===== src/hdl/pmmd_pkg.sv =====
package pmmd_pkg;

	localparam int MAX_CHANNELS = 8;
	localparam int CH_W = $clog2(MAX_CHANNELS);
	localparam int CNT_W = $clog2(MAX_CHANNELS + 1);
	localparam int SAMPLE_W = 32;
	localparam int FRAMES_W = 16;
	localparam int CFG_INDEX_W = 2;
	localparam int CFG_DATA_W = 16;
	localparam int OUT_DATA_W = 72;

	localparam logic [CFG_INDEX_W-1:0] CFG_CHANNEL_COUNT = 2'd0;
	localparam logic [CFG_INDEX_W-1:0] CFG_SAMPLE_BYTES = 2'd1;
	localparam logic [CFG_INDEX_W-1:0] CFG_WINDOW_FRAMES = 2'd2;

	localparam logic [3:0] RST_CHANNEL_COUNT = 4'd2;
	localparam logic [2:0] RST_SAMPLE_BYTES = 3'd3;
	localparam logic [FRAMES_W-1:0] RST_WINDOW_FRAMES = 16'd20;

	localparam logic ACTION_SAMPLE = 1'b0;
	localparam logic ACTION_FLUSH = 1'b1;

	typedef struct packed {
		logic signed [SAMPLE_W-1:0] hi;
		logic signed [SAMPLE_W-1:0] lo;
	} peak_pair_t;

	typedef struct packed {
		logic load;
		logic [CNT_W-1:0] count;
	} emit_req_t;

	function automatic logic signed [SAMPLE_W-1:0] decode_sample(
		input logic [SAMPLE_W-1:0] word,
		input logic [2:0] nbytes
	);
		logic signed [SAMPLE_W-1:0] res;
		if (nbytes <= 3'd2) begin
			res = {{16{word[15]}}, word[15:0]};
		end else if (nbytes == 3'd3) begin
			res = {{8{word[23]}}, word[23:0]};
		end else begin
			res = word;
		end
		return res;
	endfunction

endpackage


===== src/hdl/pcm_min_max_decimator_unit.sv =====
// With the result side idle, the sample closing a window, or the flush, passes the input
// stage register, the emitter's snapshot registers and its output register before the first
// result of the window can be transferred out.
// Throughput: one input transfer per cycle; results leave one per channel, one per cycle
// while the sink is ready. Input stalls only when a window closes, or a flush has results
// to give, while the results of the previous run still drain.
// Reset clears the counters, the handshake state and the registers to their defaults;
// the min/max entries are undefined until a sample writes them.
module pcm_min_max_decimator_unit (
	input  logic clk,
	input  logic arst_n,
	input  logic s_axis_tvalid,
	output logic s_axis_tready,
	// sample_word [31:0]
	input  logic [pmmd_pkg::SAMPLE_W-1:0] s_axis_tdata,
	// action [0]
	input  logic s_axis_tuser,
	output logic m_axis_tvalid,
	input  logic m_axis_tready,
	// channel_index [2:0], peak_high [34:3], peak_low [66:35], zero fill [71:67]
	output logic [pmmd_pkg::OUT_DATA_W-1:0] m_axis_tdata,
	output logic m_axis_tlast,
	input  logic cfg_valid,
	output logic cfg_ready,
	input  logic [pmmd_pkg::CFG_INDEX_W-1:0] cfg_index,
	input  logic [pmmd_pkg::CFG_DATA_W-1:0] cfg_data
);
	import pmmd_pkg::*;

	logic [3:0] channel_count_q;
	logic [2:0] sample_bytes_q;
	logic [FRAMES_W-1:0] window_frames_q;

	logic valid_s1;
	logic action_s1;
	logic [SAMPLE_W-1:0] word_s1;

	peak_pair_t win_q [MAX_CHANNELS];
	logic [CH_W-1:0] pos_q;
	logic [FRAMES_W-1:0] frames_q;

	logic [CNT_W-1:0] n_eff;
	logic [FRAMES_W-1:0] win_eff;
	logic [CH_W-1:0] pos_eff;
	logic [CNT_W-1:0] pos_next;
	logic signed [SAMPLE_W-1:0] act;
	peak_pair_t cur;
	peak_pair_t merged;
	logic frame_done;
	logic [FRAMES_W:0] frames_inc;
	logic win_done;
	logic emit_now;
	logic advance;
	logic busy;
	emit_req_t req;
	peak_pair_t snap [MAX_CHANNELS];

	assign cfg_ready = 1'b1;

	always_ff @(posedge clk or negedge arst_n) begin
		if (!arst_n) begin
			channel_count_q <= RST_CHANNEL_COUNT;
			sample_bytes_q <= RST_SAMPLE_BYTES;
			window_frames_q <= RST_WINDOW_FRAMES;
		end else if (cfg_valid) begin
			unique case (cfg_index)
				CFG_CHANNEL_COUNT: channel_count_q <= cfg_data[3:0];
				CFG_SAMPLE_BYTES: sample_bytes_q <= cfg_data[2:0];
				CFG_WINDOW_FRAMES: window_frames_q <= cfg_data;
				default: ;
			endcase
		end
	end

	always_comb begin
		if (channel_count_q == 4'd0) begin
			n_eff = CNT_W'(1);
		end else if (CNT_W'(channel_count_q) > CNT_W'(MAX_CHANNELS)) begin
			n_eff = CNT_W'(MAX_CHANNELS);
		end else begin
			n_eff = CNT_W'(channel_count_q);
		end
	end

	assign win_eff = (window_frames_q == '0) ? FRAMES_W'(1) : window_frames_q;
	assign pos_eff = (CNT_W'(pos_q) >= n_eff) ? '0 : pos_q;
	assign pos_next = CNT_W'(pos_eff) + CNT_W'(1);
	assign act = decode_sample(word_s1, sample_bytes_q);
	assign cur = win_q[pos_eff];

	always_comb begin
		merged = cur;
		if (frames_q == '0 || act > cur.hi) begin
			merged.hi = act;
		end
		if (frames_q == '0 || act < cur.lo) begin
			merged.lo = act;
		end
	end

	assign frame_done = pos_next >= n_eff;
	assign frames_inc = {1'b0, frames_q} + (FRAMES_W + 1)'(1);
	assign win_done = frame_done && (frames_inc >= {1'b0, win_eff});
	assign emit_now = (action_s1 == ACTION_FLUSH) ? (frames_q != '0 || pos_q != '0) : win_done;
	assign advance = valid_s1 && !(emit_now && busy);
	assign s_axis_tready = !valid_s1 || advance;

	always_comb begin
		for (int j = 0; j < MAX_CHANNELS; j++) begin
			if (action_s1 == ACTION_SAMPLE && pos_eff == CH_W'(j)) begin
				snap[j] = merged;
			end else begin
				snap[j] = win_q[j];
			end
		end
	end

	assign req = {advance && emit_now, n_eff};

	always_ff @(posedge clk or negedge arst_n) begin
		if (!arst_n) begin
			valid_s1 <= 1'b0;
			pos_q <= '0;
			frames_q <= '0;
		end else begin
			if (s_axis_tready) begin
				valid_s1 <= s_axis_tvalid;
			end
			if (advance) begin
				if (action_s1 == ACTION_FLUSH) begin
					pos_q <= '0;
					frames_q <= '0;
				end else if (frame_done) begin
					pos_q <= '0;
					frames_q <= win_done ? '0 : frames_inc[FRAMES_W-1:0];
				end else begin
					pos_q <= pos_next[CH_W-1:0];
				end
			end
		end
	end

	always_ff @(posedge clk) begin
		if (s_axis_tready && s_axis_tvalid) begin
			action_s1 <= s_axis_tuser;
			word_s1 <= s_axis_tdata;
		end
		if (advance && action_s1 == ACTION_SAMPLE) begin
			win_q[pos_eff] <= merged;
		end
	end

	pmmd_result_emitter u_emitter (
		.clk(clk),
		.arst_n(arst_n),
		.req(req),
		.snap_in(snap),
		.busy(busy),
		.m_axis_tvalid(m_axis_tvalid),
		.m_axis_tready(m_axis_tready),
		.m_axis_tdata(m_axis_tdata),
		.m_axis_tlast(m_axis_tlast)
	);

endmodule


===== src/hdl/pmmd_result_emitter.sv =====
module pmmd_result_emitter (
	input  logic clk,
	input  logic arst_n,
	input  pmmd_pkg::emit_req_t req,
	input  pmmd_pkg::peak_pair_t snap_in [pmmd_pkg::MAX_CHANNELS],
	output logic busy,
	output logic m_axis_tvalid,
	input  logic m_axis_tready,
	// channel_index [2:0], peak_high [34:3], peak_low [66:35], zero fill [71:67]
	output logic [pmmd_pkg::OUT_DATA_W-1:0] m_axis_tdata,
	output logic m_axis_tlast
);
	import pmmd_pkg::*;

	peak_pair_t snap_q [MAX_CHANNELS];
	logic [CNT_W-1:0] count_q;
	logic [CH_W-1:0] idx_q;
	logic busy_q;
	logic out_valid_q;
	logic out_last_q;
	logic [OUT_DATA_W-1:0] out_data_q;
	logic take;
	logic is_last;

	assign take = busy_q && (!out_valid_q || m_axis_tready);
	assign is_last = (CNT_W'(idx_q) + CNT_W'(1)) == count_q;

	always_ff @(posedge clk or negedge arst_n) begin
		if (!arst_n) begin
			busy_q <= 1'b0;
			out_valid_q <= 1'b0;
			idx_q <= '0;
			count_q <= '0;
		end else begin
			if (req.load) begin
				busy_q <= 1'b1;
				idx_q <= '0;
				count_q <= req.count;
			end else if (take) begin
				idx_q <= idx_q + CH_W'(1);
				if (is_last) begin
					busy_q <= 1'b0;
				end
			end
			if (take) begin
				out_valid_q <= 1'b1;
			end else if (m_axis_tready) begin
				out_valid_q <= 1'b0;
			end
		end
	end

	always_ff @(posedge clk) begin
		if (req.load) begin
			snap_q <= snap_in;
		end
		if (take) begin
			out_data_q <= {{(OUT_DATA_W - 2 * SAMPLE_W - CH_W){1'b0}},
				snap_q[idx_q].lo, snap_q[idx_q].hi, idx_q};
			out_last_q <= is_last;
		end
	end

	assign busy = busy_q;
	assign m_axis_tvalid = out_valid_q;
	assign m_axis_tdata = out_data_q;
	assign m_axis_tlast = out_last_q;

endmodule


===== config.mk =====
export PLATFORM = sky130hd
export DESIGN_NAME = pcm_min_max_decimator_unit
export DESIGN_NICKNAME = d
export VERILOG_FILES = /design/src/hdl/pmmd_pkg.sv /design/src/hdl/pcm_min_max_decimator_unit.sv /design/src/hdl/pmmd_result_emitter.sv
export SDC_FILE = /design/constraint.sdc
export NUM_CORES = 2
export LEC_CHECK = 0
export ABC_CLOCK_PERIOD_IN_PS = 20400
export BUFFER_PORTS_ARGS = -buffer_cell sky130_fd_sc_hd__buf_2
export CAP_MARGIN = 20
export CORE_UTILIZATION = 55
export CTS_BUF_LIST = sky130_fd_sc_hd__clkbuf_4 sky130_fd_sc_hd__clkbuf_8 sky130_fd_sc_hd__clkbuf_16
export CTS_CLUSTER_SIZE = 40
export DETAILED_ROUTE_END_ITERATION = 10
export PLACE_DENSITY = 0.72
export SYNTH_ARGS = -nofsm -noshare
export SYNTH_HDL_FRONTEND = slang
export SYNTH_SLANG_ARGS = --single-unit

===== constraint.sdc =====
create_clock -name clk -period 20.4 [get_ports clk]
set_input_delay 6.12 -clock clk [delete_from_list [all_inputs] [get_ports clk]]
set_output_delay 6.12 -clock clk [all_outputs]
set_load 0.02 [all_outputs]

==> key figures <==
Route
  • Detail Route Antenna Nets: 0
  • WL per Instance: 28.1 µm
  • First-pass DRT Iterations: 8
  • Starting DRC count in detailed routing: 4593
  • Post-Route WL: 145000 µm
  • Via count: 33.4k
  • DRC viols: 0
  • Vias per cell: 6.45

Worst setup path
  • Critical R2R Launch: pos_q[0]
  • Critical Path Max Stage Delay: 640 ps
  • Reg-to-reg slack, setup: 11830 ps
  • Worst reg2reg path depth: 22
  • Crit end category: primary output
  • Type of origin of the critical path: flip-flop
  • Arrival time at the worst endpoint: 5580 ps
  • Setup CP Type: flip-flop to primary output
  • CP required: 14280 ps
  • Reg2Reg Capture Point: win_q[6][6]
  • CP Buf/Inv Count: 4
  • Largest delay contributor family on the critical path: simple AND/OR/NAND/NOR gates
  • CP Max Fanout: 36
  • Critical-path top delay cell: dfrtp_4
  • Crit-path cells: inv_1, ha_1, nor3b_2, o31a_1, nand3_2, nor2_1, ha_1, a211oi_1, buf_4, a21oi_2, buf_4, nand4_1, buf_2

Floorplan
  • Top Ports: 132
  • Die Wd: 310 µm
  • DIE AREA: 0.0964 mm²
  • Placement Rows: 112
  • Initial core utilization: 0.558
  • Core ar.: 0.0937 mm²
  • Die Y: 310 µm

Synthesis
  • Synth Cell Area: 0.0523 mm²
  • Number of synthesized flops with an enable pin: 1125
  • Unique masters post-synth: 80
  • Yosys reg bits: 1177
  • Synthesized area per cell: 14.0 µm²
  • Register area share after synthesis: 0.671
  • Share of flip-flops with an asynchronous set or reset: 0.0442
  • Ranking of synthesized cells by area: edfxtp_1, mux4_2, nand2_1
  • Syn Inst Count: 3734
  • Ys flop type: edfxtp_1
  • Yosys warns: 0
  • Post-synth top area share: 0.646
  • Post-synth top area cell: edfxtp_1

CTS
  • CTS tree: done
  • H-Tree Depth: 3
  • Hold Buf Count CTS: 0
  • Total clock buffers created by CTS: 116
  • Clock latency on the worst-skew pair: 710 ps
  • Clk slew on worst S/H paths: 70 ps
  • CTS Buffer Depth: 3
  • Post-cts resize count: 0
  • Post-CTS Setup Repair Bufs: 0
  • CTS Sinks: 1177
  • Clk root buf: clkbuf_16

Status
  • Status: complete, no violations

Global route
  • GR Util All Layers: 0.306
  • GR Overflow Total: 0
  • Largest net degree at the start of global routing: 91
  • First-pass GRT wire length: 211000 µm
  • Initial antenna violation count: 2
  • Vias in the first global route: 32.5k

Timing
  • RSZ-0062 raised after global routing: false
  • Relative slew margins: 0.152
  • Max Fclk: 85.5 MHz
  • Worst-margin pin slew: 1260 ps
  • Final period utilization: 0.573
  • Fin crit period: 11700 ps
  • Hold Vio Cnt, Final: 0
  • Final Max Slew Viols: 0
  • TNS Setup: 0 ps
  • Count of final setup violators: 0
  • Post-Route Skew: 29.0 ps
  • Worst hold slack: 528 ps

Final layout
  • Final net count: 3983
  • Final instance area: 0.0584 mm²
  • N_diodes: 0
  • Share of cells above drive strength 1: 0.192
  • Final core occ: 0.623
  • Fill count: 6807
  • Area grow syn2layout: 11.6%

Placed design
  • Port Buffers: 125
  • Post-Place Cell Area: 0.0543 mm²
  • Hpwl dp: 84800 µm
  • Placer Congestion: 0.956

Flow run
  • Max-cap violations: 0

Power and ir drop
  • Pwr Total: 9100 µW
  • Total power divided by cell area: 156 mW/mm²
  • Worst VDD drop: 132 µV
  • Pleak: 0.0213 µW

Min path
  • Hold_sp: channel_count_q[0]
  • Min-Delay Endpoint: channel_count_q[0]
  • Hold Crit Depth: 1
  • HP Class: flip-flop to flip-flop
==> report_power, final <==
group	internal [µW]	switching [µW]
Combinational	1070	2150
Clock	1340	910
Sequential	3420	199
==> through the flow <==
stage          cells  setup WS, ps
3_3_place_gp    4964          9560
3_5_place_dp    4964          9490
6_report        5182          8700
2_1_floorplan   3738          9770
4_1_cts         5178          8740
5_1_grt         5182          8430
==> Yosys cell counts, types with 7 or more instances <==
cell type     n
a211oi_1      9
clkbuf_1    157
ha_1         95
dfrtp_1      47
o22ai_1      14
nand4_1      19
buf_1        30
nor3_1       15
a22oi_1      45
nand3_1      27
mux2i_4      16
a222oi_1     43
inv_1       152
mux4_2      128
a221o_1       9
edfxtp_1   1125
nor4_1        7
o31ai_1      13
a21oi_1     110
xor2_1       12
nor2_1      108
o221ai_1      7
xnor2_1       8
nand2b_1     10
mux2i_1      76
o21a_1        7
and3_1       28
nand2_1     602
mux2_2      142
a311o_1       8
mux2_4       14
o21ai_0     406
buf_2        24
o21ai_1     104
a21o_1       11
o21ai_2       8
==> worst max path at each step <==
stage	depth (start not counted)	slack, ps	to	start
2_1_floorplan	17	9770	u_emitter.count_q[0]	pos_q[0]
3_3_place_gp	13	9560	s_axis_tready	pos_q[0]
3_5_place_dp	13	9490	s_axis_tready	pos_q[0]
4_1_cts	13	8740	s_axis_tready	pos_q[0]
5_1_grt	13	8430	s_axis_tready	pos_q[0]
6_report	13	8700	s_axis_tready	pos_q[0]
==> per-layer routing <==
metal / up-vias / share of wire / wire, µm / GRT usage
met5: - / 0.000089 / 13 / 0
met4: 2 / 0.054 / 7810 / 0.155
met3: 436 / 0.12 / 17600 / 0.0653
met2: 2207 / 0.46 / 66300 / 0.472
met1: 16400 / 0.37 / 53800 / 0.413
li1: 14400 / - / - / -
==> final cells by class <==
type / count / area [µm²] / area share
clock buffers: 145 / 3230 / 0.0554
clock inverters: 69 / 798 / 0.0137
inverters: 153 / 577 / 0.00988
multi-input cells: 2187 / 15900 / 0.273
flip-flops and latches: 1177 / 35100 / 0.601
well taps: 1254 / 1570 / 0.0269
repair buffers: 197 / 1210 / 0.0207
==> flip-flops by register name, indices dropped and copies added, names as in the netlist, 3 cells and up <==
name,flops
word_s1,32
win_q,512
sample_bytes_q,3
pos_q,3
window_frames_q,16
u_emitter.count_q,4
channel_count_q,4
frames_q,16
u_emitter.snap_q,512
u_emitter.m_axis_tdata,67
u_emitter.idx_q,3
==> cell usage in the layout (no fill, tap or decap), types with 26 or more instances in the layout <==
| cell | netlist | routed |
|---|---|---|
| inv_1 | 152 | 151 |
| buf_2 | 24 | 126 |
| mux2_2 | 142 | 142 |
| o21ai_0 | 406 | 406 |
| ha_1 | 95 | 95 |
| dfrtp_1 | 47 | 43 |
| and3_1 | 28 | 27 |
| mux2i_1 | 76 | 76 |
| nor2_1 | 108 | 96 |
| nand2_1 | 602 | 601 |
| clkbuf_16 | 0 | 121 |
| edfxtp_1 | 1125 | 1125 |
| buf_4 | 6 | 67 |
| a222oi_1 | 43 | 43 |
| a21oi_1 | 110 | 110 |
| o21ai_1 | 104 | 104 |
| a22oi_1 | 45 | 45 |
| nand3_1 | 27 | 26 |
| mux4_2 | 128 | 128 |
==> cell families (layout without fill, tap and decap cells) <==
group                    after synthesis  count (layout)  share of synthesized area
other                                  2               6                   0.000144
AO/OA/AOI/OAI                        843             843                     0.0960
XOR/XNOR                              20              20                    0.00335
AND/OR/NAND/NOR                      845             845                     0.0671
adder cells (fa/ha/maj)               95              95                     0.0227
multiplexers                         378             378                      0.112
buffers and inverters                374             564                     0.0286
flip-flops                          1177            1177                      0.671
(Power assumes the default switching activity.)
